### src/design/hti_pkg.sv
// Shared types and constants for the tension/bias Hermite interpolator.
// Widths derive from the sample, fraction and register widths below.
// Used by every module of the block and by its checker.
package hti_pkg;

   localparam int SAMPLE_WIDTH = 32;
   localparam int FRAC_BITS    = 16;
   localparam int CFG_WIDTH    = 16;

   // register indexes on the csr port
   localparam int CSR_IDX_W = 2;
   localparam logic [CSR_IDX_W-1:0] CSR_TENSION = CSR_IDX_W'(0);
   localparam logic [CSR_IDX_W-1:0] CSR_BIAS    = CSR_IDX_W'(1);

   // tangent weights: (one +/- bias) * (one - tension), Q6.28 each
   localparam int GAIN_W = CFG_WIDTH + 1;
   localparam logic signed [GAIN_W-1:0] GAIN_ONE = GAIN_W'(1) <<< (CFG_WIDTH - 2);
   localparam int WGT_W  = 2 * GAIN_W;
   localparam int WLO_W  = GAIN_W;
   localparam int WHI_W  = WGT_W - WLO_W;

   // tangent products
   localparam int DIFF_W    = SAMPLE_WIDTH + 1;
   localparam int TPL_W     = DIFF_W + WLO_W + 1;
   localparam int TPH_W     = DIFF_W + WHI_W;
   localparam int TPROD_W   = DIFF_W + WGT_W;
   localparam int TSUM_W    = TPROD_W + 1;
   localparam int TAN_SHIFT = 2 * (CFG_WIDTH - 2) + 1;
   localparam int TAN_W     = TSUM_W - TAN_SHIFT;
   localparam logic signed [TSUM_W-1:0] TSUM_HALF = TSUM_W'(1) <<< (TAN_SHIFT - 1);

   // basis functions
   localparam int U_W   = FRAC_BITS + 1;
   localparam logic [U_W-1:0] U_ONE = {1'b1, {FRAC_BITS{1'b0}}};
   localparam int U2_W  = 2 * U_W;
   localparam int U3R_W = U2_W + U_W;
   localparam logic [U3R_W-1:0] U3_HALF = U3R_W'(1) << (FRAC_BITS - 1);
   localparam int H_W   = 2 * FRAC_BITS + 3;
   localparam logic signed [H_W-1:0] H_ONE_SQ = H_W'(1) <<< (2 * FRAC_BITS);
   localparam int HLO_W = (H_W + 1) / 2;
   localparam int HHI_W = H_W - HLO_W;

   // blend products and final rounding
   localparam int BPL_W   = TAN_W + HLO_W + 1;
   localparam int BPH_W   = TAN_W + HHI_W;
   localparam int BPROD_W = TAN_W + H_W;
   localparam int ACC_W   = BPROD_W + 2;
   localparam int RES_W   = ACC_W - 2 * FRAC_BITS;
   localparam logic signed [ACC_W-1:0] ACC_HALF = ACC_W'(1) <<< (2 * FRAC_BITS - 1);

   localparam logic signed [SAMPLE_WIDTH-1:0] SAMPLE_MAX = {1'b0, {(SAMPLE_WIDTH-1){1'b1}}};
   localparam logic signed [SAMPLE_WIDTH-1:0] SAMPLE_MIN = {1'b1, {(SAMPLE_WIDTH-1){1'b0}}};

   // four products per step: two tangent sums of two, a blend of four
   localparam int TERMS = 4;

   // queue between front and back
   localparam int Q_PTR_W = 1;
   localparam int Q_DEPTH = 1 << Q_PTR_W;
   localparam int QC_W    = Q_PTR_W + 1;

   // back-end register stages ahead of the output register
   localparam int PIPE_STAGES = 7;

   // items in flight: queue, stages and output register
   localparam int CNT_W = $clog2(Q_DEPTH + PIPE_STAGES + 2);

   typedef struct packed {
      logic signed [SAMPLE_WIDTH-1:0] seg_start;
      logic signed [SAMPLE_WIDTH-1:0] seg_end;
      logic signed [DIFF_W-1:0]       d_before;
      logic signed [DIFF_W-1:0]       d_mid;
      logic signed [DIFF_W-1:0]       d_after;
      logic signed [WGT_W-1:0]        wa;
      logic signed [WGT_W-1:0]        wb;
      logic        [U_W-1:0]          u;
   } hti_entry_type;

endpackage

### src/design/hti_queue.sv
// Two-entry queue of classified items between front and back end.
// Lets the front keep accepting while the back end is stalled.
// Depends on hti_pkg.
module hti_queue import hti_pkg::*; (
   input  logic          clock,
   input  logic          reset,
   input  logic          push,
   input  hti_entry_type entry_in,
   output logic          full,
   input  logic          pop,
   output logic          valid,
   output hti_entry_type entry_out
);

   hti_entry_type        slot_ff [Q_DEPTH];
   logic [Q_PTR_W-1:0]   wr_ptr_ff, wr_ptr_in;
   logic [Q_PTR_W-1:0]   rd_ptr_ff, rd_ptr_in;
   logic [QC_W-1:0]      count_ff, count_in;
   logic                 do_push, do_pop;

   assign full      = (count_ff == QC_W'(Q_DEPTH));
   assign valid     = (count_ff != '0);
   assign entry_out = slot_ff[rd_ptr_ff];
   assign do_push   = push & ~full;
   assign do_pop    = pop & valid;

   always_comb begin
      wr_ptr_in = wr_ptr_ff + Q_PTR_W'(do_push);
      rd_ptr_in = rd_ptr_ff + Q_PTR_W'(do_pop);
      count_in  = count_ff + QC_W'(do_push) - QC_W'(do_pop);
   end

   always_ff @(posedge clock) begin
      if (reset) begin
         wr_ptr_ff <= '0;
         rd_ptr_ff <= '0;
         count_ff  <= '0;
      end else begin
         wr_ptr_ff <= wr_ptr_in;
         rd_ptr_ff <= rd_ptr_in;
         count_ff  <= count_in;
      end
   end

   always_ff @(posedge clock) begin
      if (do_push) begin
         slot_ff[wr_ptr_ff] <= entry_in;
      end
   end

endmodule

### config.mk
export PLATFORM = sky130hd
export DESIGN_NAME = hti_queue
export DESIGN_NICKNAME = d
export VERILOG_FILES = /design/src/design/hti_pkg.sv /design/src/design/hti_queue.sv
export SDC_FILE = /design/constraint.sdc
export NUM_CORES = 1
export LEC_CHECK = 0
export ABC_AREA = 1
export BUFFER_PORTS_ARGS = -buffer_cell sky130_fd_sc_hd__buf_2
export CORE_MARGIN = 2
export CORE_UTILIZATION = 47
export CTS_CLUSTER_SIZE = 25
export DETAILED_ROUTE_END_ITERATION = 8
export PLACE_DENSITY_LB_ADDON = 0.3
export SLEW_MARGIN = 20
export SYNTH_ARGS = -nofsm -noshare
export SYNTH_HDL_FRONTEND = slang
export SYNTH_SLANG_ARGS = --single-unit
### constraint.sdc
create_clock -name clock -period 6.7 [get_ports clock]
set_input_delay 0.335 -clock clock [delete_from_list [all_inputs] [get_ports clock]]
set_output_delay 0.335 -clock clock [all_outputs]
set_load 0.005 [all_outputs]
==> results of run 1 <==
==> layout make-up <==
cell class,instances,area [sq um]
Antenna cell,4,10.0
Clock buffer,71,1440
Clock inverter,18,134
Fill cell,2612,13700
Inverter,10,37.5
Multi-Input combinational cell,269,3680
Sequential cell,500,15000
Tap cell,525,657
Timing Repair Buffer,757,5090
==> synth_stat cells <==
cell type  number
mux2_4        198
nor2_1          8
mux2_2         50
ha_1            4
buf_2           5
dfxtp_1         4
buf_8           2
nand3_1         2
a21oi_1         1
edfxtp_1      496
o21ai_0         1
nand2_1         5
buf_6          21
inv_1          10
==> layout by cell type, fill, tap and decap left out <==
cell type / count
ha_4: 2
ha_1: 2
clkbuf_1: 13
buf_4: 4
clkbuf_16: 53
nand2_1: 5
clkbuf_8: 5
o21ai_0: 1
nor2_1: 8
buf_2: 501
edfxtp_1: 496
mux2_4: 198
buf_12: 3
dfxtp_1: 3
bufinv_16: 2
a21oi_1: 1
clkinv_1: 9
dlygate4sd3_1: 249
nand3_1: 2
inv_1: 10
clkinv_2: 5
diode_2: 4
clkinvlp_4: 2
mux2_2: 50
dfxtp_4: 1
==> sequential cells by signal, indices dropped and copies added, names as in the netlist <==
name / cells
count_ff: 2
slot_ff: 496
wr_ptr_ff: 1
rd_ptr_ff: 1
==> cell families (layout without fill, tap and decap cells) <==
group,after synthesis,count (layout),synth area share
AO/OA/AOI/OAI,2,2,0.000527
adder cells (fa/ha/maj),4,4,0.00264
buffers and inverters,38,856,0.0174
flip-flops,500,500,0.790
multiplexers,248,248,0.187
other,0,4,0
AND/OR/NAND/NOR,15,15,0.00310
==> worst register-to-register path, delay by kind of cell, from the launching register on <==
| family | cells | cell delay, ns |
|---|---|---|
| AOI/OAI and AO/OA | 1 | 0.13 |
| adders and majority gates | 1 | 0.75 |
| buffers and inverters | 3 | 1.19 |
| DFF | 1 | 0.31 |
==> through the flow <==
stage               total power, W  hold slack (ns)  utilization  instances
global placement           0.00646            0.522        0.552       1812
finish                     0.00924           0.0905        0.655       2154
global route               0.00963           0.0943        0.655       2153
CTS                        0.00929           0.0473        0.655       2150
detailed placement         0.00650            0.526        0.552       1812
floorplan                  0.00577            0.402            -        807
==> report_power, final <==
group          internal, W  total (W)  switching [W]
Combinational      0.00124    0.00234        0.00110
Sequential         0.00407    0.00423       0.000160
Clock              0.00157    0.00267        0.00110
Total              0.00688    0.00924        0.00236
==> metal layers <==
metal | up-vias | track usage | wire, um | part of all wire
met4 | 0 | 0.0642 | 1050 | 0.024
met3 | 68 | 0.0698 | 4000 | 0.092
met5 | - | 0 | 0 | 0
li1 | 4773 | - | - | -
met2 | 467 | 0.354 | 22100 | 0.51
met1 | 5143 | 0.236 | 16500 | 0.38
==> how the worst min path moves through the flow <==
stage             startpoint                   endpoint  slack, ns  cells after the start
2_1_floorplan          reset       wr_ptr_ff$_SDFF_PP0_       0.40                      1
3_3_place_gp    entry_in[17]   slot_ff[0][17]$_DFFE_PP_       0.52                      1
3_5_place_dp   entry_in[126]  slot_ff[1][126]$_DFFE_PP_       0.53                      1
4_1_cts                  pop       rd_ptr_ff$_SDFF_PP0_       0.05                      4
5_1_grt                  pop       rd_ptr_ff$_SDFF_PP0_       0.09                      4
6_report                 pop       rd_ptr_ff$_SDFF_PP0_       0.09                      4
==> results.json, run 1 <==
{
  "cts.hold.buffers_added": 249,
  "path_buf_inv": 2,
  "fmax_ghz": 0.311,
  "tightestPinTransition_ns": 1.24,
  "postRouteWirelength_um": 43700,
  "cts_resized": 0,
  "setup_tns_ns": 0,
  "insertion_delay_ns": 0.57,
  "post-cts-setup-buffers": 0,
  "synth_top_area_share": 0.786,
  "drv_slew": 0,
  "grt_pass1_wl_um": 63900,
  "cts_root_buf": "clkbuf_16",
  "maxSlewHeadroom": 0.175,
  "crit_path_start": "rd_ptr_ff$_SDFF_PP0_",
  "crit_fanout": 139,
  "drcViolationCount": 0,
  "grtUsageTotal": 0.203,
  "cp.required_ns": 6.36,
  "r2r_start": "count_ff[1]$_SDFF_PP0_",
  "wl_per_cell_um": 20.3,
  "route.antenna.remaining_nets": 0,
  "numPortBuffers": 501,
  "synthTopCellsByArea": "edfxtp_1 (79%), mux2_4 (16%), mux2_2 (3.0%), buf_6 (1.2%), dfxtp_1 (0.42%)",
  "synth.ff_latch_count": 500,
  "pre_cts_slack_ns": 3.90,
  "p_per_area_mw_per_mm2": 355,
  "nets": 1844,
  "startpoint_type": "flip-flop",
  "p_leak_nw": 10.2,
  "cts_inserted_buffers": 50,
  "status": "completed",
  "cts.clk_slew.worst_paths_ns": 0.06,
  "gp_congestion": 0.780,
  "die_x_um": 205,
  "syn-num-nets": 1063,
  "place_area_sq_mm": 0.0219,
  "cts_tree": "yes",
  "crit_family": "flip-flops",
  "synth_cells": 807,
  "rrSetupSlack_ns": 3.90,
  "drt_iter0_drc": 529,
  "core_area_sq_mm": 0.0397,
  "ys_seq_area_frac": 0.790,
  "period_share": 0.480,
  "detail_route.vias_per_cell": 4.85,
  "dieHeight_um": 205,
  "yosysWarnings": 0,
  "drtPass1Iterations": 5,
  "area_delta_synth_final_pct": 37.3,
  "grt_pass1_vias": 11300,
  "rr_endpoint": "slot_ff[0][119]$_DFFE_PP_",
  "ios": 502,
  "drive_gt1_frac": 0.508,
  "grt_max_degree": 140,
  "fin_crit_ns": 3.21,
  "worst_slack_ns": 3.49,
  "cts.path.max_buffers": 3,
  "cap_violations": 0,
  "start_util": 0.477,
  "die-area_sq_mm": 0.0420,
  "ys_types": 14,
  "antenna_found_initial": 4,
  "htree_num_levels": 2,
  "vdd_drop_max_v": 0.000260,
  "critPathCaptureType": "output pin",
  "finalSetupViolations": 0,
  "num_rows": 73,
  "worst-path-stages": 3,
  "postLayoutCellArea_sq_mm": 0.0260,
  "hold_viol_final": 0,
  "skew_ns": 0.0144,
  "slowest_stage": "dfxtp_4",
  "rr_worst_depth": 5,
  "yosys.area.top_type": "edfxtp_1",
  "via_count": 10500,
  "place_hpwl_um": 26600,
  "path_class": "flip-flop to output pin",
  "cp.arrival_ns": 2.88,
  "avgSynthCellArea_sq_um": 23.5,
  "critPathMaxStageDelay_ns": 0.75,
  "worstPathCellList": "buf_12 -> mux2_2 -> buf_2",
  "hold_class": "primary input to flip-flop",
  "crit_end": "entry_out[5]",
  "cts_num_sinks": 500,
  "grt-ovfl-total": 0,
  "rsz0062_at_grt": "no",
  "syn_area_sq_mm": 0.0190
}
Note: power is estimated with default switching activity, not from simulation.
==> inputs of run 2 (changes only) <==
clock period = 2.6 ns   (was 6.7 ns; I/O delays follow)
==> results.json, run 2 (synthesis gave the netlist of run 1 again) <==
{
  "wl_per_cell_um": 20.3,
  "grt_max_degree": 88,
  "drcViolationCount": 0,
  "fmax_ghz": 0.434,
  "hold_class": "primary input to flip-flop",
  "drtPass1Iterations": 4,
  "rr_endpoint": "slot_ff[0][85]$_DFFE_PP_",
  "use_met1": 0.232,
  "ios": 502,
  "cts_num_sinks": 500,
  "worst_slack_ns": 0.293,
  "core_area_sq_mm": 0.0397,
  "finalSetupViolations": 0,
  "grtUsageTotal": 0.206,
  "route.antenna.remaining_nets": 0,
  "post-cts-setup-buffers": 0,
  "cts.path.max_buffers": 3,
  "insertion_delay_ns": 0.58,
  "hold_viol_final": 0,
  "globalRouteMet2Util": 0.356,
  "start_util": 0.477,
  "nFillCells": 2569,
  "cts_resized": 0,
  "grtUsageMet3": 0.0735,
  "htree_num_levels": 2,
  "startpoint_type": "flip-flop",
  "regArea_sq_mm": 0.0150,
  "grt_pass1_vias": 11500,
  "cts_tree": "yes",
  "place_hpwl_um": 28300,
  "p_per_area_mw_per_mm2": 917,
  "vdd_drop_max_v": 0.000760,
  "grt-ovfl-total": 0,
  "antenna_found_initial": 3,
  "top_register": "slot_ff",
  "dieHeight_um": 205,
  "period_share": 0.887,
  "cts_inserted_buffers": 50,
  "maxSlewHeadroom": 0.579,
  "cap_violations": 0,
  "rsz0062_at_grt": "no",
  "drive_gt1_frac": 0.520,
  "die_x_um": 205,
  "cts_root_buf": "clkbuf_16",
  "drv_slew": 0,
  "largest_register_ffs": 496,
  "drt_iter0_drc": 532,
  "area_delta_synth_final_pct": 39.5,
  "cp.arrival_ns": 2.18,
  "grt_most_used_layer": "met2",
  "holdPathEnd": "count_ff[1]$_SDFF_PP0_",
  "p_leak_nw": 10.4,
  "largestRegisters": "slot_ff: 496 flops, count_ff: 2 flops",
  "fin_crit_ns": 2.31,
  "crit_fanout": 31,
  "tightestPinTransition_ns": 0.632,
  "final_cell_mix": "buf_2 (501), edfxtp_1 (496), dlygate4sd3_1 (251), mux2_4 (198), clkbuf_16 (53)",
  "cp.required_ns": 2.47,
  "final_common_cell": "buf_2",
  "rrSetupSlack_ns": 0.80,
  "die-area_sq_mm": 0.0420,
  "numPortBuffers": 501,
  "detail_route.vias_per_cell": 4.88,
  "hold_path_depth": 6,
  "num_rows": 73,
  "critPathCaptureType": "output pin",
  "status": "completed",
  "min-delay-start": "push",
  "via_count": 10700,
  "nets": 1875,
  "skew_ns": 0.0222,
  "cts.clk_slew.worst_paths_ns": 0.06,
  "pre_cts_slack_ns": 0.782,
  "rr_worst_depth": 5,
  "multi_input_area_sq_mm": 0.00368,
  "finalPower_w": 0.0242,
  "r2r_start": "count_ff[1]$_SDFF_PP0_",
  "gp_congestion": 0.800,
  "path_class": "flip-flop to output pin",
  "grt_pass1_wl_um": 64700,
  "postRouteWirelength_um": 44400
}
[run 2: cell types whose count changed in the layout (fill, tap and decap cells not counted), moves of 2 or more]
cell,change
clkinvlp_4,+2
clkinv_2,+5
buf_12,+12
bufinv_16,+2
inv_2,+2
dlygate4sd3_1,+2
clkinv_1,+5
clkbuf_8,-5
diode_2,-3
clkbuf_1,-5
buf_4,+17
inv_1,-2
[run 2: report_power, final]
part           internal, W  total (W)  switching [W]  leakage, nW
clock              0.00410    0.00704        0.00294        0.785
combinational      0.00342    0.00633        0.00291         4.97
sequential          0.0105     0.0109       0.000422         4.67
total               0.0180     0.0242        0.00627         10.4
[run 2: layer usage]
metal	wire length, um	up-vias
li1	-	4837
met1	16400	5245
met2	22300	479
met3	4170	102
met4	1580	4
met5	24	-
[run 2: what timing repair did]
item | in CTS | in global routing
hold endpoints to repair | 500 | 0
hold buffers | 251 | 0
endpoints found under the setup margin | 0 | 0
[run 2: cell type report]
type                       count  area share
sequential                   500       0.566
timing repair buffer         788       0.207
multi-input combinational    269       0.139
clock buffer                  61      0.0513
tap                          525      0.0248
clock inverter                33     0.00988
inverter                      10     0.00142
antenna                        1   0.0000946
[run 2: worst max-delay path by stage]
| stage | start | endpoint | slack (ns) | cells after the start |
|---|---|---|---|---|
| final | rd_ptr_ff$_SDFF_PP0_ | entry_out[29] | 0.29 | 3 |
| after CTS | rd_ptr_ff$_SDFF_PP0_ | entry_out[28] | 0.23 | 3 |
| after global routing | rd_ptr_ff$_SDFF_PP0_ | entry_out[29] | 0.17 | 3 |
| after detailed placement | count_ff[1]$_SDFF_PP0_ | slot_ff[0][50]$_DFFE_PP_ | 0.78 | 5 |
| after global placement | count_ff[1]$_SDFF_PP0_ | slot_ff[0][70]$_DFFE_PP_ | 0.81 | 5 |
| after floorplan | count_ff[1]$_SDFF_PP0_ | slot_ff[0][0]$_DFFE_PP_ | -0.17 | 4 |
[run 2: worst max-delay path: stages, from the launching register on]
cell,delay [ns]
dfxtp_4,0.76
buf_12,0.32
mux2_2,0.37
buf_2,0.13
[run 2: metrics by stage]
| step | instance area (sq um) | hold WS, ns | cells | setup TNS, ns | util |
|---|---|---|---|---|---|
| final | 26500 | 0.205 | 2187 | 0 | 0.666 |
| after floorplan | 19000 | 0.194 | 807 | -84.84 | - |
| after global routing | 26500 | 0.234 | 2186 | 0 | 0.666 |
| after global placement | 22300 | 0.318 | 1841 | 0 | 0.562 |
| after detailed placement | 22300 | 0.321 | 1841 | 0 | 0.562 |
| after CTS | 26500 | 0.175 | 2186 | 0 | 0.666 |
